**config.mk**
```make
export PLATFORM = sky130hd
export DESIGN_NAME = wildcard_datetime_text_parser
export DESIGN_NICKNAME = d
export VERILOG_FILES = /design/src/wdtp_pkg.sv /design/src/wildcard_datetime_text_parser.sv
export VERILOG_INCLUDE_DIRS = /design/src /design/src/src
export SDC_FILE = /design/constraint.sdc
export NUM_CORES = 1
export LEC_CHECK = 0
export BUFFER_PORTS_ARGS = -buffer_cell sky130_fd_sc_hd__buf_2
export CORE_UTILIZATION = 45
export DETAILED_ROUTE_END_ITERATION = 8
export HOLD_SLACK_MARGIN = 0.05
export PLACE_DENSITY_LB_ADDON = 0.1
export SLEW_MARGIN = 5
export SYNTH_ARGS = -nofsm -noshare
export SYNTH_HDL_FRONTEND = slang
export SYNTH_SLANG_ARGS = --single-unit
```
**constraint.sdc**
```tcl
create_clock -name i_clk -period 6.1 [get_ports i_clk]
set_input_delay 1.83 -clock i_clk [delete_from_list [all_inputs] [get_ports i_clk]]
set_output_delay 1.83 -clock i_clk [all_outputs]
set_load 0.01 [all_outputs]
```
**src/assert_macros.svh**
```systemverilog
// Assertion macros shared by the RTL of the date/time text parser.
// No dependencies; included by the files that carry concurrent checks.
`ifndef ASSERT_MACROS_SVH
`define ASSERT_MACROS_SVH

// When ante holds at a clock edge, cons must hold at the same edge.
`define ASSERT_IMPLIES(name, clk, rst_n, ante, cons, msg) \
    name: assert property (@(posedge clk) disable iff (!rst_n) (ante) |-> (cons)) \
        else $error(msg);

// cond must never hold outside reset.
`define ASSERT_NEVER(name, clk, rst_n, cond, msg) \
    name: assert property (@(posedge clk) disable iff (!rst_n) !(cond)) \
        else $error(msg);

`endif

```
**src/wdtp_pkg.sv**
```systemverilog
// Types, character codes and small decode functions of the date/time text parser.
// No dependencies; imported by wildcard_datetime_text_parser.
`default_nettype none

package wdtp_pkg;

    // Position within "YYYY-MM-DD W HH:MM:SS"
    typedef enum logic [3:0] {
        PH_YEAR   = 4'd0,
        PH_DASH1  = 4'd1,
        PH_MONTH  = 4'd2,
        PH_DASH2  = 4'd3,
        PH_DAY    = 4'd4,
        PH_WDAY   = 4'd5,
        PH_HOUR   = 4'd6,
        PH_COLON1 = 4'd7,
        PH_MIN    = 4'd8,
        PH_COLON2 = 4'd9,
        PH_SEC    = 4'd10
    } t_phase;

    localparam logic [7:0] CH_NUL   = 8'h00;
    localparam logic [7:0] CH_TAB   = 8'h09;
    localparam logic [7:0] CH_CR    = 8'h0D;
    localparam logic [7:0] CH_SPACE = 8'h20;
    localparam logic [7:0] CH_STAR  = 8'h2A;
    localparam logic [7:0] CH_DASH  = 8'h2D;
    localparam logic [7:0] CH_ZERO  = 8'h30;
    localparam logic [7:0] CH_NINE  = 8'h39;
    localparam logic [7:0] CH_COLON = 8'h3A;

    typedef struct packed {
        t_phase      phase;
        logic [2:0]  tlen;
        logic [13:0] tnum;
        logic        digits;
        logic        stars;
        logic [14:0] year;
        logic [7:0]  month;
        logic [7:0]  day;
        logic [4:0]  wday;
        logic [7:0]  hour;
        logic [7:0]  minute;
        logic [7:0]  second;
        logic        failed;
        logic        finished;
    } t_parse_state;

    localparam t_parse_state CLEAR_STATE = '{
        phase:  PH_YEAR,
        digits: 1'b1,
        stars:  1'b1,
        default: '0
    };

    function automatic logic [2:0] tok_width(input t_phase p);
        logic [2:0] w;
        case (p)
            PH_YEAR:                                  w = 3'd4;
            PH_MONTH, PH_DAY, PH_HOUR, PH_MIN, PH_SEC: w = 3'd2;
            PH_WDAY:                                  w = 3'd1;
            default:                                  w = 3'd0;
        endcase
        return w;
    endfunction

    function automatic logic is_literal(input t_phase p);
        return (p == PH_DASH1) || (p == PH_DASH2) || (p == PH_COLON1) || (p == PH_COLON2);
    endfunction

    function automatic logic is_ws(input logic [7:0] c);
        return (c == CH_SPACE) || (c inside {[CH_TAB:CH_CR]});
    endfunction

endpackage

`default_nettype wire

```
**src/wildcard_datetime_text_parser.sv**
```systemverilog
// Streaming parser for "YYYY-MM-DD W HH:MM:SS" text, one character per request.
// Depends on wdtp_pkg and assert_macros.svh.
//
// Takes one character per clock, except while a last character waits for a held
// result, and returns one result per string, on the request that carries last.
// Each request passes through an input register, then a combinational update of
// the token state, and a result lands in the output register. The single
// per-character state update (one x10 add on a 14-bit accumulator) sets that rate.
// The output register lets characters without last keep flowing while a result
// waits; a last character waits in the input register only while the previous
// result is still held. The user must write allow_wildcards (r_allow) through
// i_cfg_we/i_cfg_wdata only while idle; the block itself does not enforce this.
`default_nettype none
`include "assert_macros.svh"

module wildcard_datetime_text_parser
    import wdtp_pkg::*;
(
    input  wire logic               i_clk,
    input  wire logic               i_rst_n,
    input  wire logic               i_cfg_we,
    input  wire logic               i_cfg_wdata,
    input  wire logic               i_valid,
    output      logic               o_ready,
    input  wire logic [7:0]         i_ch,
    input  wire logic               i_last,
    output      logic               o_valid,
    input  wire logic               i_ready,
    output      logic               o_ok,
    output      logic signed [14:0] o_year,
    output      logic signed [7:0]  o_month,
    output      logic signed [7:0]  o_day,
    output      logic signed [4:0]  o_weekday,
    output      logic signed [7:0]  o_hour,
    output      logic signed [7:0]  o_minute,
    output      logic signed [7:0]  o_second
);

    function automatic t_parse_state finish_token(input t_parse_state s, input logic allow);
        t_parse_state r;
        logic         wild;
        r    = s;
        wild = s.stars && (s.tlen == tok_width(s.phase));
        if (wild && !allow) begin
            r.failed = 1'b1;
        end else if (wild || s.digits) begin
            case (s.phase)
                PH_YEAR:  r.year   = wild ? '1 : {1'b0, s.tnum};
                PH_MONTH: r.month  = wild ? '1 : s.tnum[7:0];
                PH_DAY:   r.day    = wild ? '1 : s.tnum[7:0];
                PH_WDAY:  r.wday   = wild ? '1 : s.tnum[4:0];
                PH_HOUR:  r.hour   = wild ? '1 : s.tnum[7:0];
                PH_MIN:   r.minute = wild ? '1 : s.tnum[7:0];
                PH_SEC:   r.second = wild ? '1 : s.tnum[7:0];
                default: ;
            endcase
            r.tlen   = '0;
            r.tnum   = '0;
            r.digits = 1'b1;
            r.stars  = 1'b1;
            if (s.phase >= PH_SEC) begin
                r.finished = 1'b1;
            end else begin
                r.phase = t_phase'(4'(s.phase + 4'd1));
            end
        end else begin
            r.failed = 1'b1;
        end
        return r;
    endfunction

    function automatic t_parse_state end_input(input t_parse_state s, input logic allow);
        t_parse_state r;
        r = s;
        if (s.phase == PH_SEC && s.tlen != 3'd0) begin
            r = finish_token(s, allow);
        end
        if (!r.finished) begin
            r.failed = 1'b1;
        end
        return r;
    endfunction

    logic         r_allow;
    logic         r_in_valid;
    logic [7:0]   r_in_ch;
    logic         r_in_last;
    t_parse_state r_state;
    t_parse_state n_state;
    t_parse_state s_done;
    logic         n_ok;
    logic         w_go;

    logic         r_out_valid;
    logic         r_out_ok;
    logic [14:0]  r_out_year;
    logic [7:0]   r_out_month;
    logic [7:0]   r_out_day;
    logic [4:0]   r_out_wday;
    logic [7:0]   r_out_hour;
    logic [7:0]   r_out_minute;
    logic [7:0]   r_out_second;

    // Advance the parser unless a last character would overwrite a held result
    assign w_go    = r_in_valid && (!r_in_last || !r_out_valid || i_ready);
    assign o_ready = !r_in_valid || w_go;

    always_comb begin
        t_parse_state s;
        s = r_state;
        if (!s.finished && !s.failed) begin
            if (r_in_ch == CH_NUL) begin
                s = end_input(s, r_allow);
            end else if (s.phase > PH_SEC) begin
                s.failed = 1'b1;
            end else if (is_literal(s.phase)) begin
                if (r_in_ch == ((s.phase < PH_DAY) ? CH_DASH : CH_COLON)) begin
                    s.phase = t_phase'(4'(s.phase + 4'd1));
                end else begin
                    s.failed = 1'b1;
                end
            end else if (is_ws(r_in_ch)) begin
                if (s.tlen != 3'd0) begin
                    s = finish_token(s, r_allow);
                    // a separator must follow directly, not after whitespace
                    if (!s.failed && !s.finished && is_literal(s.phase)) begin
                        s.failed = 1'b1;
                    end
                end
            end else begin
                if (r_in_ch inside {[CH_ZERO:CH_NINE]}) begin
                    s.stars = 1'b0;
                    s.tnum  = (s.tnum << 3) + (s.tnum << 1) + 14'(r_in_ch[3:0]);
                end else if (r_in_ch == CH_STAR) begin
                    s.digits = 1'b0;
                end else begin
                    s.digits = 1'b0;
                    s.stars  = 1'b0;
                end
                s.tlen = s.tlen + 3'd1;
                if (s.tlen >= tok_width(s.phase)) begin
                    s = finish_token(s, r_allow);
                end
            end
        end
        if (r_in_last && !s.finished && !s.failed) begin
            s = end_input(s, r_allow);
        end
        s_done  = s;
        n_ok    = s.finished && !s.failed;
        n_state = r_in_last ? CLEAR_STATE : s;
    end

    always_ff @(posedge i_clk) begin
        if (!i_rst_n) begin
            r_allow     <= 1'b0;
            r_in_valid  <= 1'b0;
            r_state     <= CLEAR_STATE;
            r_out_valid <= 1'b0;
        end else begin
            if (i_cfg_we) begin
                r_allow <= i_cfg_wdata;
            end
            if (o_ready) begin
                r_in_valid <= i_valid;
            end
            if (w_go) begin
                r_state <= n_state;
            end
            if (w_go && r_in_last) begin
                r_out_valid <= 1'b1;
            end else if (i_ready) begin
                r_out_valid <= 1'b0;
            end
        end
    end

    always_ff @(posedge i_clk) begin
        if (o_ready && i_valid) begin
            r_in_ch   <= i_ch;
            r_in_last <= i_last;
        end
        if (w_go && r_in_last) begin
            r_out_ok     <= n_ok;
            // drop all values on failure
            r_out_year   <= n_ok ? s_done.year   : '0;
            r_out_month  <= n_ok ? s_done.month  : '0;
            r_out_day    <= n_ok ? s_done.day    : '0;
            r_out_wday   <= n_ok ? s_done.wday   : '0;
            r_out_hour   <= n_ok ? s_done.hour   : '0;
            r_out_minute <= n_ok ? s_done.minute : '0;
            r_out_second <= n_ok ? s_done.second : '0;
        end
    end

    assign o_valid   = r_out_valid;
    assign o_ok      = r_out_ok;
    assign o_year    = $signed(r_out_year);
    assign o_month   = $signed(r_out_month);
    assign o_day     = $signed(r_out_day);
    assign o_weekday = $signed(r_out_wday);
    assign o_hour    = $signed(r_out_hour);
    assign o_minute  = $signed(r_out_minute);
    assign o_second  = $signed(r_out_second);

    `ASSERT_IMPLIES(a_fail_zero, i_clk, i_rst_n, o_valid && !o_ok,
        o_year == 0 && o_month == 0 && o_day == 0 && o_weekday == 0 &&
        o_hour == 0 && o_minute == 0 && o_second == 0,
        "failed result carries nonzero field")
    `ASSERT_NEVER(a_fail_and_done, i_clk, i_rst_n, r_state.failed && r_state.finished,
        "parser both failed and finished")
    `ASSERT_IMPLIES(a_done_phase, i_clk, i_rst_n, r_state.finished, r_state.phase == PH_SEC,
        "parser finished before the seconds token")
    `ASSERT_IMPLIES(a_tlen_range, i_clk, i_rst_n, r_state.tlen != 3'd0 && !r_state.failed,
        r_state.tlen < tok_width(r_state.phase), "token length reached its width unfinished")

endmodule

`default_nettype wire

```
==> results.md, run 1 <==
- Core footprint: about 22000 um2
- Slew margin rel.: between 20% and 30%
- Avg Inst Size Synth: around 8.3 um2
- Asr flop ratio synth: 0%
- Total track usage: between 20% and 30%
- Cells after Synth: 1205
- HP Class: reg -> reg
- Vias in the first global route: just under 9000
- Clock sinks: between 150 and 200
- Synth Warn #: 0
- Die Wd: between 150 and 200 um
- Synthesized area: approximately 10000 um2
- RSZ-0062 raised after global routing: no
- Global-route wire length before repair: between 50000 and 60000 um
- Final Hold Vio Count: 0
- Critical Path Sink Type: flip-flop
- Iteration-0 DRC Markers: 944
- Port Buffers: 77
- Setup TNS: 0 ns
- Clk Latency, worst-skew pair: 0.43 ns
- Layout cells sized above 1: around 14%
- Status: finished, violations left
- MaxCap Viol Count: 0
- Ant. Diodes: 0
- Worst path required time: approximately 6.3 ns
- Critical path launch point type: flip-flop
- Max Fclk: 173 MHz
- Maximum vdd drop: 0.169 mV
- Vias after detailed routing: 9599
- Initial Util: approximately 46%
- Pleak: around 0.0041 uW
- Slew Viols, Final: 0
- Post-synth EDFFs: 70
- Largest net degree at the start of global routing: 75
- DRT Pass-1 Iters: 7
- Die H: 151 um
- Final core occ: 51.5%
- Routability Congestion: approximately 0.99
- Area contributors post-synth: edfxtp_1 (21%), dfxtp_1 (18%), a22oi_1 (5.4%)
- Drt drc: 1
- Cell Pwr Density: between 200 and 250 nW/um2
- Register area share after synthesis: roughly two fifths
- Final Setup Violations: 0
- Syn_nets: roughly 1300
- Post-DP HPWL: approximately 24000 um
- CTS buffer count: 17
- Crit path max fanout: 26
- Root buffer cell: clkbuf_16
- Cts hold-fix bufs: 0
- Vias/cell: 6.18
- H-tree levels: 4
- Wirelength per Cell: around 21 um
- Clk buf depth: 2
- Layout Skew: approximately 0.0095 ns
- Predominant post-synthesis flop cell: dfxtp_1
- Antenna-violating nets left: 0
- Crit path DAT: approximately 6.0 ns
- Kind of critical path: reg -> reg
- # rows: 54
- Syn-to-layout area delta: 12.3%
- Grt ovf: 0
- Final nets: 1308
- Final WL: about 33000 um
- Area leader, netlist: edfxtp_1
- Tmin final: around 5.8 ns
- Die area: roughly 23000 um2
- Synth unique cells: roughly 90
- Post-synth top area share: between 20% and 30%
- I/O pins: slightly below 80
- Failing checks: DRC
- Worst Max-Slew Pin Slew: ~1.1 ns
- Initial antenna violation count: 0
- Final period util: a little over nine tenths
- CTS tree: built
- Clock-pin slew on the worst setup and hold paths: roughly 0.070 ns
- Register bit total from synthesis: 158
## synthesized netlist by cell type, types with 18 or more instances
| cell type | n |
|---|---|
| a21oi_1 | 55 |
| a22oi_1 | 72 |
| and2_1 | 57 |
| clkbuf_1 | 54 |
| dfxtp_1 | 88 |
| edfxtp_1 | 70 |
| ha_1 | 31 |
| inv_1 | 28 |
| nand2_1 | 128 |
| nand3_1 | 28 |
| nor2_1 | 139 |
| nor2b_1 | 41 |
| nor3_1 | 27 |
| o21ai_0 | 104 |
| o22ai_1 | 37 |
| o31ai_1 | 18 |
## stage by stage
step	total power (uW)	area (um2)	setup slack, ns	hold WS (ns)	instances
4_1_cts	2300	11200	0.341	0.471	1553
5_1_grt	2370	11200	0.0220	0.488	1553
3_3_place_gp	1270	10600	0.503	0.457	1521
3_5_place_dp	1270	10600	0.365	0.460	1521
2_1_floorplan	1230	9970	1.45	0.443	1205
6_report	2300	11200	0.311	0.473	1553
## registers in the layout (all words and copies together), names as in the netlist
signal and cells:
o_day 8, o_hour 8, o_minute 8, o_month 8, o_ok 1, o_second 8
o_valid 1, o_weekday 5, o_year 15, r_allow 1, r_in_ch 8, r_in_last 1
r_in_valid 1, r_state 85
## final cells by class
type                            instances  area, um2
Clock inverter                         14        128
Fill cell                            2095      10600
Clock buffer                           18        429
Inverter                               30        113
Timing Repair Buffer                  114        663
Tap cell                              280        350
Multi-Input combinational cell        939       5660
Sequential cell                       158       3860
## routing by layer
metal,vias to the layer above,track usage [%],routed length [um]
met3,72,4.43,2610
met4,0,10.4,962
li1,4529,-,-
met1,4552,41.7,14800
met5,-,0,0
met2,446,45.9,14800
## report_power, final
part | switching, uW | leakage [uW] | internal [uW] | total, uW
sequential | 15.4 | 0.00137 | 1120 | 1130
clock | 508 | 0.000265 | 537 | 1040
combinational | 84.6 | 0.00247 | 37.5 | 122
## final timing paths
path / cells after the start / slack [ns] / start / to
max: 19 / 0.31 / r_state[82]$_SDFFE_PN0P_ / o_year[12]$_SDFFCE_PN0P_
min: 2 / 0.47 / r_state[3]$_SDFFE_PN0P_ / r_state[3]$_SDFFE_PN0P_
max reg2reg: 19 / 0.31 / r_state[82]$_SDFFE_PN0P_ / o_year[12]$_SDFFCE_PN0P_
min reg2reg: 2 / 0.47 / r_state[3]$_SDFFE_PN0P_ / r_state[3]$_SDFFE_PN0P_
## repair_timing
action	in CTS	in global routing
buffers inserted	0	0
resized for setup	0	0
hold endpoints to repair	0	0
endpoints found under the setup margin	0	3
## cells by family (layout without fill, tap and decap cells)
kind of cell	after synthesis	count (layout)	synth area share, %
buffers and inverters	108	176	4.55
AO/OA/AOI/OAI	378	378	25.1
adder cells (fa/ha/maj)	34	34	4.40
AND/OR/NAND/NOR	505	505	25.1
flip-flops	158	158	38.7
multiplexers	10	10	1.02
XOR/XNOR	12	12	1.13
## cell usage in the layout (no fill, tap or decap), drive strengths merged, types with 20 or more instances in the layout
cell type    n
a22oi       72
and2        58
nor3        30
dfxtp       88
ha          31
buf        114
nand2      128
a21oi       59
nand3       28
o31ai       20
o22ai       37
o21ai      107
nor2b       42
inv         37
edfxtp      70
nor2       142
## worst max-delay path, cell delays in order, from the launching register on
cell and delay (ns):
dfxtp_1 0.39, inv_1 0.19, ha_1 0.34, and2_1 0.49, inv_2 0.07, buf_4 0.19, and2_1 0.18, or3_4 0.40
nor2_4 0.12, mux2_2 0.40, a31oi_1 0.29, mux2i_1 0.23, or4b_1 0.56, a21oi_1 0.20, or2_4 0.17, a21oi_2 0.07
nor3_4 0.56, buf_4 0.41, inv_1 0.11, and3_1 0.15
No activity file was read; power rests on OpenSTA's default activity.
==> inputs of run 2 (changes only) <==
--- a/config.mk
+++ b/config.mk
@@ -7,7 +7,8 @@
 export NUM_CORES = 1
 export LEC_CHECK = 0
 export BUFFER_PORTS_ARGS = -buffer_cell sky130_fd_sc_hd__buf_2
-export CORE_UTILIZATION = 45
+export CORE_ASPECT_RATIO = 2
+export CORE_UTILIZATION = 60
 export DETAILED_ROUTE_END_ITERATION = 8
 export HOLD_SLACK_MARGIN = 0.05
 export PLACE_DENSITY_LB_ADDON = 0.1
==> results.md, run 2 (synthesized netlist as in run 1, its figures left out) <==
- Psw: about 580 uW
- Clk pwr share: between 40% and 50%
- Initial antenna violation count: 0
- Post-route insts no fill: around 1500
- H-tree levels: 4
- Syn-to-layout area delta: 11.7%
- Total power: ~2300 uW
- Clk buf depth: 2
- Critical path launch point type: flip-flop
- Final Setup Violations: 0
- Clock-pin slew on the worst setup and hold paths: approximately 0.07 ns
- Worst Max-Slew Pin Slew: roughly 1.3 ns
- Kind of critical path: reg -> reg
- Post-CTS setup buffer count: 0
- Vias/cell: 6.73
- Grt ovf: 0
- Port Buffers: between 70 and 80
- Post_cts resized: 0
- Slew margin rel.: between 10% and 20%
- Final period util: roughly 89%
- RSZ-0062 raised after global routing: no
- Sequential share of power: around half
- Global-route wire length before repair: 51500 um
- Crit path DAT: between 5 and 6 ns
- Post-Place Cells: ~1400
- Die H: 184 um
- Clock sinks: approximately 160
- Commonest non-fill, non-tap cell in the layout: nor2_1
- MaxCap Viol Count: 0
- Core footprint: approximately 16000 um2
- Post-DP HPWL: 24300 um
- Worst path required time: roughly 6.3 ns
- Power share of the combinational group: 5.3%
- Total track usage: between 30% and 40%
- Worst R2R Start: r_state[82]$_SDFFE_PN0P_
- # rows: 66
- Sw Share: between 20% and 30%
- Most frequent cells in the layout: nor2_1 (139), nand2_1 (128), o21ai_0 (104)
- Design internal power: approximately 1700 uW
- Vias in the first global route: around 9500
- Tmin final: between 5 and 6 ns
- Setup TNS: 0 ns
- Hold_sp: r_state[5]$_SDFFE_PN0P_
- Initial Util: 61.3%
- CP Launch Point: r_state[82]$_SDFFE_PN0P_
- Final Hold Vio Count: 0
- Final WL: ~34000 um
- Hold_ws: 0.474 ns
- Slew Viols, Final: 0
- Critical Path Sink Type: flip-flop
- Clk Latency, worst-skew pair: ~0.44 ns
- Pre-CTS WS: 0.714 ns
- Final nets: between 1000 and 1500
- HP Class: reg -> reg
- CTS tree: built
- Maximum vdd drop: 0.177 mV
- Status: complete, no violations
- Iteration-0 DRC Markers: 1103
- Pleak: approximately 0.0041 uW
- Max Fclk: roughly 180 MHz
- Cts hold-fix bufs: 0
- Die Wd: 93.2 um
- Die area: between 15000 and 20000 um2
- Largest net degree at the start of global routing: 52
- Biggest register: r_state
- Layout cells sized above 1: between 10% and 20%
- I/O pins: between 70 and 80
- Cell Pwr Density: around 210 nW/um2
- Crit path max fanout: 15
- CTS buffer count: 17
- Final WS setup: 0.649 ns
- Ant. Diodes: 0
- Root buffer cell: clkbuf_16
- DRT Pass-1 Iters: 8
- Drt drc: 0
- Layout Skew: around 0.012 ns
- Vias after detailed routing: 9950
- Largest register FFs: 85
- Antenna-violating nets left: 0
- Wirelength per Cell: 22.8 um
- Routability Congestion: around 1.1
- Filler cell count in the final layout: 1401
-- run 2: final timing paths --
path	endpoint	slack (ns)	cells past startpoint
setup / recovery	o_year[7]$_SDFFCE_PN0P_	0.65	17
hold / removal	r_state[5]$_SDFFE_PN0P_	0.47	2
setup reg to reg	o_year[7]$_SDFFCE_PN0P_	0.65	17
hold reg to reg	r_state[5]$_SDFFE_PN0P_	0.47	2
-- run 2: layer usage --
| layer | part of all wire, % | track usage, % | up-vias |
|---|---|---|---|
| li1 | - | - | 4548 |
| met1 | 35 | 43.8 | 4618 |
| met2 | 49 | 67.3 | 610 |
| met3 | 7.5 | 6.97 | 174 |
| met4 | 7.6 | 30.5 | 0 |
| met5 | 0 | 0 | - |
-- run 2: final cells by class --
type | count | area [um2] | area share, %
Multi-Input combinational cell | 939 | 5660 | 50.8
Tap cell | 204 | 255 | 2.29
Clock inverter | 14 | 133 | 1.19
Timing Repair Buffer | 115 | 683 | 6.13
Sequential cell | 158 | 3860 | 34.7
Clock buffer | 18 | 439 | 3.94
Inverter | 30 | 113 | 1.01
-- run 2: power by group through the flow --
stage | Combinational (uW) | Sequential [uW] | Clock [uW]
2_1_floorplan | 73.2 | 1150 | 0
3_3_place_gp | 120 | 1150 | 0
3_5_place_dp | 121 | 1160 | 0
4_1_cts | 121 | 1130 | 1060
5_1_grt | 133 | 1130 | 1100
6_report | 124 | 1130 | 1060
-- run 2: worst max-delay path, stage by stage (launching register included) --
cell	delay [ns]
dfxtp_1	0.49
inv_1	0.18
ha_1	0.27
and2_1	0.26
ha_1	0.34
nand2b_1	0.18
or3_4	0.43
nor2_4	0.10
mux2_2	0.38
a31oi_1	0.37
mux2i_1	0.23
or4b_1	0.55
a21oi_1	0.21
or2_4	0.17
a21oi_2	0.07
nor3_4	0.57
buf_4	0.32
nor2_1	0.07
-- run 2: per-stage QoR --
step / util [%] / instance area [um2]
finish: 68.5 / 11100
global route: 68.5 / 11100
CTS: 68.5 / 11100
detailed placement: 65.0 / 10600
global placement: 65.0 / 10600
floorplan: - / 9970
